File: src/rtl/bf_pkg.sv
// Shared types, constants and weight tables for the grayscale bilateral filter.
// Depends on nothing; imported by bf_datapath, bf_ctrl and the top level.
package bf_pkg;

   localparam int RADIUS_DEF     = 7;
   localparam int MAX_WIDTH_DEF  = 1024;
   localparam int MAX_HEIGHT     = 1024;
   localparam int SIGMA_SPACE    = 13;
   localparam int SIGMA_GREY     = 13;
   localparam int WFRAC          = 16;

   localparam int REG_W          = 11;
   localparam int PIX_W          = 8;
   localparam int ROW_W          = 10;
   localparam int XW             = 13;
   localparam int YW             = 12;
   localparam int DXW            = 4;
   localparam int D2W            = 7;
   localparam int SPACE_SIZE     = 99;
   localparam int GREY_SIZE      = 256;
   localparam int WEIGHT_W       = WFRAC + 1;
   localparam int PROD_W         = 2 * WEIGHT_W;
   localparam int WG_W           = WEIGHT_W + PIX_W;
   localparam int NUM_W          = 32;
   localparam int DEN_W          = 24;
   localparam int CNT_W          = 5;

   localparam logic [REG_W-1:0] WIDTH_RESET  = 11'd640;
   localparam logic [REG_W-1:0] HEIGHT_RESET = 11'd480;

   localparam logic REG_IDX_WIDTH  = 1'b0;
   localparam logic REG_IDX_HEIGHT = 1'b1;

   localparam logic OP_PIXEL = 1'b0;
   localparam logic OP_FLUSH = 1'b1;

   localparam logic [63:0] ONE_Q32   = 64'h1_0000_0000;
   localparam logic [63:0] SPACE_DIV = 64'(2 * SIGMA_SPACE * SIGMA_SPACE);
   localparam logic [63:0] GREY_DIV  = 64'(2 * SIGMA_GREY * SIGMA_GREY);

   typedef struct packed {
      logic                  accept_pixel;
      logic                  load_center;
      logic                  tap_issue;
      logic                  row_end;
      logic signed [DXW-1:0] dx;
      logic signed [DXW-1:0] dy;
      logic                  div_load;
      logic                  div_step;
      logic                  finish;
   } bf_cmd_type;

   typedef struct packed {
      logic pixel_emits;
      logic pending_nonzero;
      logic out_free;
   } bf_status_type;

   typedef logic [SPACE_SIZE-1:0][WEIGHT_W-1:0] space_tab_type;
   typedef logic [GREY_SIZE-1:0][WEIGHT_W-1:0]  grey_tab_type;

   function automatic logic [63:0] qmul(logic [63:0] a, logic [63:0] b);
      logic [63:0] p;
      p = a * b;
      return p >> 32;
   endfunction

   // exp(-f) for f in [0,1) as Q32, truncated Taylor series
   function automatic logic [63:0] exp_frac(logic [63:0] f);
      logic [63:0] t;
      longint      s;
      t = ONE_Q32;
      s = longint'(ONE_Q32);
      t = qmul(t, f) / 64'd1;   s = s - longint'(t);
      t = qmul(t, f) / 64'd2;   s = s + longint'(t);
      t = qmul(t, f) / 64'd3;   s = s - longint'(t);
      t = qmul(t, f) / 64'd4;   s = s + longint'(t);
      t = qmul(t, f) / 64'd5;   s = s - longint'(t);
      t = qmul(t, f) / 64'd6;   s = s + longint'(t);
      t = qmul(t, f) / 64'd7;   s = s - longint'(t);
      t = qmul(t, f) / 64'd8;   s = s + longint'(t);
      t = qmul(t, f) / 64'd9;   s = s - longint'(t);
      t = qmul(t, f) / 64'd10;  s = s + longint'(t);
      t = qmul(t, f) / 64'd11;  s = s - longint'(t);
      t = qmul(t, f) / 64'd12;  s = s + longint'(t);
      t = qmul(t, f) / 64'd13;  s = s - longint'(t);
      t = qmul(t, f) / 64'd14;  s = s + longint'(t);
      t = qmul(t, f) / 64'd15;  s = s - longint'(t);
      t = qmul(t, f) / 64'd16;  s = s + longint'(t);
      if (s < 0) s = 0;
      return 64'(s);
   endfunction

   // exp(-d / divisor) as Q1.WFRAC, rounded; grey selects the range divisor
   function automatic logic [WEIGHT_W-1:0] gauss_q(logic [63:0] d, logic grey);
      logic [63:0] q;
      logic [63:0] n;
      logic [63:0] half;
      logic [63:0] em1;
      logic [63:0] v;
      q    = grey ? (d << 32) / GREY_DIV : (d << 32) / SPACE_DIV;
      n    = q >> 32;
      half = exp_frac(ONE_Q32 >> 1);
      em1  = qmul(half, half);
      if (n >= 64'd32) return '0;
      v = exp_frac(q & (ONE_Q32 - 64'd1));
      for (int i = 0; i < 32; i++) begin
         if (64'(i) < n) v = qmul(v, em1);
      end
      v = (v + (64'd1 << (31 - WFRAC))) >> (32 - WFRAC);
      return v[WEIGHT_W-1:0];
   endfunction

   function automatic space_tab_type make_space_tab();
      space_tab_type t;
      for (int i = 0; i < SPACE_SIZE; i++) t[i] = gauss_q(64'(i), 1'b0);
      return t;
   endfunction

   function automatic grey_tab_type make_grey_tab();
      grey_tab_type t;
      for (int i = 0; i < GREY_SIZE; i++) t[i] = gauss_q(64'(i) * 64'(i), 1'b1);
      return t;
   endfunction

   localparam space_tab_type SPACE_W = make_space_tab();
   localparam grey_tab_type  GREY_W  = make_grey_tab();

endpackage

File: src/rtl/bf_ctrl.sv
// Sequencer of the bilateral filter: request intake, tap walk, drain, divide, hand-off.
// Uses bf_pkg; drives bf_datapath through bf_cmd_type.
module bf_ctrl import bf_pkg::*; #(
   parameter int RADIUS = RADIUS_DEF
) (
   input  logic          clock,
   input  logic          reset,
   input  logic          req_tvalid,
   input  logic          req_op,
   output logic          req_tready,
   input  bf_status_type status,
   output bf_cmd_type    cmd
);

   localparam logic [2:0] ST_IDLE   = 3'd0;
   localparam logic [2:0] ST_CENTER = 3'd1;
   localparam logic [2:0] ST_TAPS   = 3'd2;
   localparam logic [2:0] ST_DRAIN  = 3'd3;
   localparam logic [2:0] ST_DIV    = 3'd4;
   localparam logic [2:0] ST_FINISH = 3'd5;

   localparam logic signed [DXW-1:0] DX_LO = -$signed(DXW'(RADIUS));
   localparam logic signed [DXW-1:0] DX_HI = $signed(DXW'(RADIUS));
   localparam logic [CNT_W-1:0] DRAIN_LAST = CNT_W'(3);
   localparam logic [CNT_W-1:0] DIV_LAST   = CNT_W'(NUM_W - 1);

   logic [2:0]            state_ff, state_in;
   logic signed [DXW-1:0] dx_ff, dx_in, dy_ff, dy_in;
   logic [CNT_W-1:0]      cnt_ff, cnt_in;

   assign req_tready = state_ff == ST_IDLE;

   always_comb begin
      state_in = state_ff;
      dx_in    = dx_ff;
      dy_in    = dy_ff;
      cnt_in   = cnt_ff;
      cmd      = '0;
      cmd.dx   = dx_ff;
      cmd.dy   = dy_ff;
      cmd.row_end = dx_ff == DX_HI;
      case (state_ff)
         ST_IDLE: begin
            if (req_tvalid) begin
               if (req_op == OP_PIXEL) begin
                  cmd.accept_pixel = 1'b1;
                  if (status.pixel_emits) state_in = ST_CENTER;
               end else if (status.pending_nonzero) begin
                  state_in = ST_CENTER;
               end
            end
         end
         ST_CENTER: begin
            cmd.load_center = 1'b1;
            dx_in    = DX_LO;
            dy_in    = DX_LO;
            state_in = ST_TAPS;
         end
         ST_TAPS: begin
            cmd.tap_issue = 1'b1;
            if (dx_ff == DX_HI) begin
               dx_in = DX_LO;
               if (dy_ff == DX_HI) begin
                  cnt_in   = '0;
                  state_in = ST_DRAIN;
               end else begin
                  dy_in = dy_ff + DXW'(1);
               end
            end else begin
               dx_in = dx_ff + DXW'(1);
            end
         end
         ST_DRAIN: begin
            cnt_in = cnt_ff + CNT_W'(1);
            if (cnt_ff == DRAIN_LAST) begin
               cmd.div_load = 1'b1;
               cnt_in   = '0;
               state_in = ST_DIV;
            end
         end
         ST_DIV: begin
            cmd.div_step = 1'b1;
            cnt_in = cnt_ff + CNT_W'(1);
            if (cnt_ff == DIV_LAST) state_in = ST_FINISH;
         end
         ST_FINISH: begin
            if (status.out_free) begin
               cmd.finish = 1'b1;
               state_in   = ST_IDLE;
            end
         end
         default: state_in = ST_IDLE;
      endcase
   end

   always_ff @(posedge clock) begin
      if (reset) begin
         state_ff <= ST_IDLE;
         dx_ff    <= DX_LO;
         dy_ff    <= DX_LO;
         cnt_ff   <= '0;
      end else begin
         state_ff <= state_in;
         dx_ff    <= dx_in;
         dy_ff    <= dy_in;
         cnt_ff   <= cnt_in;
      end
   end

endmodule

File: config.mk
export PLATFORM = sky130hd
export DESIGN_NAME = bf_ctrl
export DESIGN_NICKNAME = d
export VERILOG_FILES = /design/src/rtl/bf_pkg.sv /design/src/rtl/bf_ctrl.sv
export SDC_FILE = /design/constraint.sdc
export NUM_CORES = 1
export LEC_CHECK = 0
export ABC_CLOCK_PERIOD_IN_PS = 4950
export BUFFER_PORTS_ARGS = -buffer_cell sky130_fd_sc_hd__buf_2
export CAP_MARGIN = 20
export CELL_PAD_IN_SITES_DETAIL_PLACEMENT = 1
export CELL_PAD_IN_SITES_GLOBAL_PLACEMENT = 1
export CORE_ASPECT_RATIO = 1.2
export CORE_MARGIN = 2
export CORE_UTILIZATION = 41
export CTS_CLUSTER_DIAMETER = 50
export DETAILED_ROUTE_END_ITERATION = 10
export HOLD_SLACK_MARGIN = 0.06
export PLACE_DENSITY_LB_ADDON = 0.08
export SYNTH_ARGS = -nofsm -noshare
export SYNTH_HDL_FRONTEND = slang
export SYNTH_SLANG_ARGS = --single-unit
File: constraint.sdc
create_clock -name clock -period 4.95 [get_ports clock]
set_input_delay 0 -clock clock [delete_from_list [all_inputs] [get_ports clock]]
set_output_delay 0 -clock clock [all_outputs]
set_load 0.05 [all_outputs]
==> reports/summary.txt, run 1 <==
status -> finished, final reports clean
I/O pin count -> 23
grt met1 use -> 0.236
origin of the critical flop-to-flop path -> state_ff[1]
number of flops mapped to enable cells by yosys -> 0
GR Layer Usage met3 -> 0.0232
initial antenna violation count -> 0
fin crit period -> 2.01 ns
Pwr Density -> 372 nW/um2
met2 usage -> 0.366
register area share after synthesis -> 0.325
max_cap viols -> 0
CTS H-Tree Depth -> 1
detailed-route via count -> 946
Setup Buffers After CTS -> 0
starting DRC count in detailed routing -> 10
Synth cell types -> 36
Post-CTS Hold Fix Bufs -> 1
final wirelength -> 2.49 mm
Worst setup EP type -> output port
post-CTS sizing -> 0
CTS sink cnt -> 16
largest net degree at the start of global routing -> 21
Yosys Warn Count -> 0
half-perimeter wire length after placement -> 1.93 mm
worst path required time -> 4.95 ns
Ant. Diodes -> 0
max-slew violations -> 0
FF-to-FF setup slack -> 2.95 ns
Starting Density -> 0.431
Rel. slew slack -> 0.572
first-pass GRT wire length -> 4.40 mm
top-area cell type share of the netlist area -> 0.325
fin util -> 0.499
Non-Filler Instances -> 175
Die Height -> 57.7 um
fmax -> 499 MHz
clk slew on worst S/H paths -> 0.09 ns
reg2reg path depth -> 5
worst-path cell chain -> inv_1 -> nor3_1 -> buf_2
PortBufs -> 22
grt total ovfl -> 0
synthesized cell area -> 985 um2
Net Count, Synth -> 134
Final Skew -> 0.00309 ns
critical path's slowest cell -> dfxtp_1
Post-Syn Area per Cell -> 8.01 um2
Min-Delay Path Class -> primary input to register
RSZ-0062 raised after global routing -> false
Synth area leaders -> dfxtp_1 (33%), nand2_1 (5.7%), ha_1 (5.1%)
Die W -> 48.7 um
worst endpoint data arrival time -> 2.01 ns
setup TNS -> 0 ns
layout cells sized above 1 -> 0.236
global placer's final weighted congestion -> 0.731
dpl cells -> 171
Final Hold Vio Count -> 0
CP Launch Point -> state_ff[0]
top cell type by total area after synthesis -> dfxtp_1
type of the worst setup path -> register to output port
final net count -> 157
CTS max path bufs -> 2
DRT Pass-1 Iters -> 4
DRC -> 0
Yosys reg bits -> 16
most used routing layer -> met2
CTS buffer count -> 3
Final ANT Viol Nets -> 0
die area -> 2810 um2
CP Max Fanout -> 17
final setup vio count -> 0
Leak -> 0.487 nW
ys flop type -> dfxtp_1
vias in the first global route -> 965
worst stage delay on the critical path -> 0.74 ns
Core Region -> 2280 um2
asr flop ratio synth -> 0
Max IR drop VDD -> 233 uV
Placement Rows -> 19
DR vias/cell -> 5.41
CP endpoint -> cmd[13]
Routed WL per cell -> 14.2 um
Worst-Margin Slew -> 0.642 ns
clock root buffer -> clkbuf_4
area growth from synthesis to layout -> 15.6%
Worst Hold Slack -> 0.166 ns
CTS tree -> built
Startpoint Class -> register
Crit Reg-Reg Endpoint -> dy_ff[1]
Clock Latency Late Sink -> 0.29 ns
crit share post-route -> 0.405
hold path startpoint -> status[0]
Post-Syn Instances -> 123
total track usage -> 0.200
## flip-flops by register name, indices dropped and copies added, names as in the netlist
register,cells
state_ff,3
dy_ff,4
dx_ff,4
cnt_ff,5
## worst min-delay path by stage
stage,depth (start not counted),endpoint,slack (ns)
finish,3,state_ff[0],0.17
global route,3,state_ff[0],0.20
CTS,3,state_ff[0],0.15
detailed placement,2,dx_ff[2],0.25
global placement,2,dx_ff[2],0.24
floorplan,1,dx_ff[2],0.07
## synthesized netlist by cell type, drive strengths merged, types with 3 or more instances
master / number
o21ai: 9
nand3: 7
nand3b: 3
inv: 7
nor2: 10
and3: 3
nor3: 3
ha: 4
nand2b: 5
a21oi: 10
clkbuf: 3
dfxtp: 16
nand2: 16
## per-layer routing
metal	up-vias	part of all wire
met5	-	0
met4	0	0.017
met3	5	0.018
met2	12	0.52
met1	452	0.44
li1	477	-
## metrics by stage
step	power [mW]	worst slack (ns)	instance area, um2
final	0.424	2.94	1140
after global routing	0.455	2.76	1140
after CTS	0.430	2.91	1140
after detailed placement	0.357	3.02	1110
after global placement	0.353	3.10	1110
after floorplan	0.322	2.73	985
## critical path, delay by kind of cell (launching register included)
kind	cells	cell delay (ns)
buf+inv	2	0.55
flops	1	0.74
simple gates	1	0.43
## where the power goes
group	switching, mW	internal [mW]
clock network	0.0414	0.0283
logic	0.123	0.0594
registers	0.0310	0.141
## cell families (layout without fill, tap and decap cells)
kind of cell               count (synthesis)  after routing  synth area share
AOI/OAI and AO/OA                         30             30             0.207
xor gates and xnor gates                   4              4            0.0356
adders and majority gates                  4              4            0.0508
buffers and inverters                     12             33            0.0546
DFF                                       16             16             0.325
muxes                                      2              2            0.0330
and+or+nand+nor                           55             55             0.294
## placed cells by master (no fill, tap or decap), types with 3 or more instances in the layout
cell type,Yosys,final
a21oi_1,9,9
and3_1,3,3
buf_2,1,22
clkbuf_4,0,3
dfxtp_1,16,16
ha_1,4,4
inv_1,7,7
nand2_1,15,15
nand2b_1,5,5
nand3_1,7,7
nand3b_1,3,3
nor2_1,10,10
nor3_1,3,3
o21ai_0,9,9
## layout make-up
class                   count  area (um2)
fillers                   312        1140
multi-input cells          95         611
flip-flops and latches     16         320
repair buffers             23         120
well taps                  31        38.8
inverters                   7        26.3
clock buffers               3        22.5
Power figures use the tool's default switching activity.
==> run 2: changes to the inputs <==
- ABC_AREA: not set -> 1
- ABC_CLOCK_PERIOD_IN_PS: 4950 -> 2100
- CORE_UTILIZATION: 41 -> 36
- clock period: 4.95 -> 2.1 ns (I/O delays scaled with it)
==> run 2 against run 1 <==
Effect of this change:
- critical path type is now register to register
- combinational power rose to 7.0 times the previous value
- wire length up 0.16%
- critical path depth up 7
- sequential cell count unchanged
- sequential power rose to 3.1 times the previous value
==> reports/summary.txt, run 2 <==
Synth top cells by count -> nand2_1 (40), inv_1 (19), nor2_1 (18), dfxtp_1 (16)
I/O pin count -> 23
hold path startpoint -> status[2]
Top reg by flops -> cnt_ff
final net count -> 188
area growth from synthesis to layout -> 18.4%
fin crit period -> 1.71 ns
CTS buffer count -> 3
asr flop ratio synth -> 0
CTS sink cnt -> 16
count leader, synth -> nand2_1
fmax -> 586 MHz
Core Region -> 2580 um2
post-CTS sizing -> 0
Starting Density -> 0.384
max_cap viols -> 0
Pwr Density -> 1670 nW/um2
global placer's final weighted congestion -> 0.716
status -> finished, final reports clean
Worst setup EP type -> register
ys flop type -> dfxtp_1
top cell type by total area after synthesis -> dfxtp_1
final wirelength -> 2.49 mm
Worst-Margin Slew -> 0.370 ns
Yosys reg bits -> 16
vias in the first global route -> 1006
hold endpoint -> state_ff[0]
Net Count, Synth -> 162
Synth cell types -> 24
Synth area leaders -> dfxtp_1 (32%), nand2_1 (15%), inv_1 (7.2%)
Clock Latency Late Sink -> 0.29 ns
half-perimeter wire length after placement -> 2.02 mm
largest net degree at the start of global routing -> 10
biggest regs -> cnt_ff: 5 flops, dx_ff: 4 flops, dy_ff: 4 flops
max-slew violations -> 0
most common cell after layout, fill and taps aside -> nand2_1
Crit Reg-Reg Endpoint -> state_ff[1]
setup TNS -> 0 ns
layout cells sized above 1 -> 0.206
register area share after synthesis -> 0.323
most frequent cells in the layout -> nand2_1 (40), buf_2 (22), inv_1 (19), nor2_1 (18), dfxtp_1 (14)
Leak -> 0.584 nW
Final Skew -> 0.00311 ns
CTS max path bufs -> 2
initial antenna violation count -> 0
starting DRC count in detailed routing -> 14
Min-Delay Path Class -> primary input to register
type of the worst setup path -> register to register
Non-Filler Instances -> 208
Rel. slew slack -> 0.753
DRT Pass-1 Iters -> 4
number of flops mapped to enable cells by yosys -> 0
Final Hold Vio Count -> 0
clock root buffer -> clkbuf_4
PortBufs -> 22
Post-Syn Area per Cell -> 6.56 um2
grt total ovfl -> 0
detailed-route via count -> 1019
Max IR drop VDD -> 726 uV
worst endpoint data arrival time -> 1.90 ns
Die W -> 51.9 um
CP Max Fanout -> 6
Die Height -> 61.5 um
CTS tree -> built
DRC -> 0
Placement Rows -> 20
max reg flops -> 5
FF-to-FF setup slack -> 0.39 ns
Startpoint Class -> register
Routed WL per cell -> 12.0 um
dpl cells -> 204
origin of the critical flop-to-flop path -> cnt_ff[0]
Final ANT Viol Nets -> 0
die area -> 3190 um2
final setup vio count -> 0
synthesized cell area -> 991 um2
top-area cell type share of the netlist area -> 0.323
total track usage -> 0.175
worst path required time -> 2.29 ns
RSZ-0062 raised after global routing -> false
Post-Syn Instances -> 151
clk slew on worst S/H paths -> 0.09 ns
WHS Path Cells -> 6
crit share post-route -> 0.813
DR vias/cell -> 4.90
first-pass GRT wire length -> 4.22 mm
Ant. Diodes -> 0
CTS H-Tree Depth -> 1
reg2reg path depth -> 10
Yosys Warn Count -> 0
[run 2: changes by cell type after synthesis, moves of 3 or more]
cell	delta
and3_1	-3
inv_1	+12
nand2_1	+25
nand2b_1	-5
nand3_1	+4
nor2_1	+8
nor2_2	+3
[run 2: stage by stage]
stage | area [um2] | power, mW | utilization | hold slack (ns) | worst slack [ns]
detailed placement | 1140 | 1.81 | 0.443 | 0.299 | 0.406
global placement | 1140 | 1.78 | 0.443 | 0.290 | 0.492
floorplan | 998 | 1.53 | - | 0.215 | 0.0171
finish | 1170 | 1.96 | 0.455 | 0.242 | 0.393
CTS | 1170 | 1.99 | 0.455 | 0.257 | 0.382
global route | 1170 | 2.14 | 0.455 | 0.298 | 0.208
[run 2: critical path: stages (launching register included)]
cell and delay [ns]:
dfxtp_1 0.39, ha_1 0.21, inv_1 0.06, nor2_1 0.11, ha_1 0.14, nand3b_1 0.10, nand2_1 0.06, nor2_1 0.29
nand3_1 0.12, nand2_1 0.09, nor2_1 0.04
[run 2: final cells by class]
cell class	count	area, um2
clock buffer	3	22.5
fill	376	1400
inverter	20	75.1
multi-input combinational	113	592
sequential	16	323
tap	33	41.3
timing repair buffer	23	120
[run 2: kinds of logic after synthesis]
logic type      count (synthesis)  share of synthesized area
xor+xnor                        4                     0.0353
buf+inv                        22                     0.0846
flops                          16                      0.323
compound gates                 23                      0.133
fa+ha+maj                       4                     0.0505
simple gates                   82                      0.374
[run 2: what timing repair did]
action | in CTS | in global routing
hold buffers | 1 | 0
hold endpoints to repair | 7 | 0
setup buffers | 0 | 0
[run 2: worst max path at each step]
stage	startpoint	endpoint	cells past startpoint
floorplan	state_ff[0]	cmd[0]	2
global placement	state_ff[2]	cnt_ff[0]	7
detailed placement	cnt_ff[0]	state_ff[1]	10
CTS	cnt_ff[0]	state_ff[1]	10
global route	cnt_ff[0]	state_ff[1]	10
finish	cnt_ff[0]	state_ff[1]	10
[run 2: per-layer routing]
metal / part of all wire / track usage
met1: 0.43 / 0.205
met2: 0.52 / 0.320
met3: 0.036 / 0.0243
met4: 0.010 / 0.0677
met5: 0 / 0
[run 2: report_power, final]
part / internal, mW / switching [mW]
clock: 0.0669 / 0.0976
sequential: 0.395 / 0.130
combinational: 0.342 / 0.930
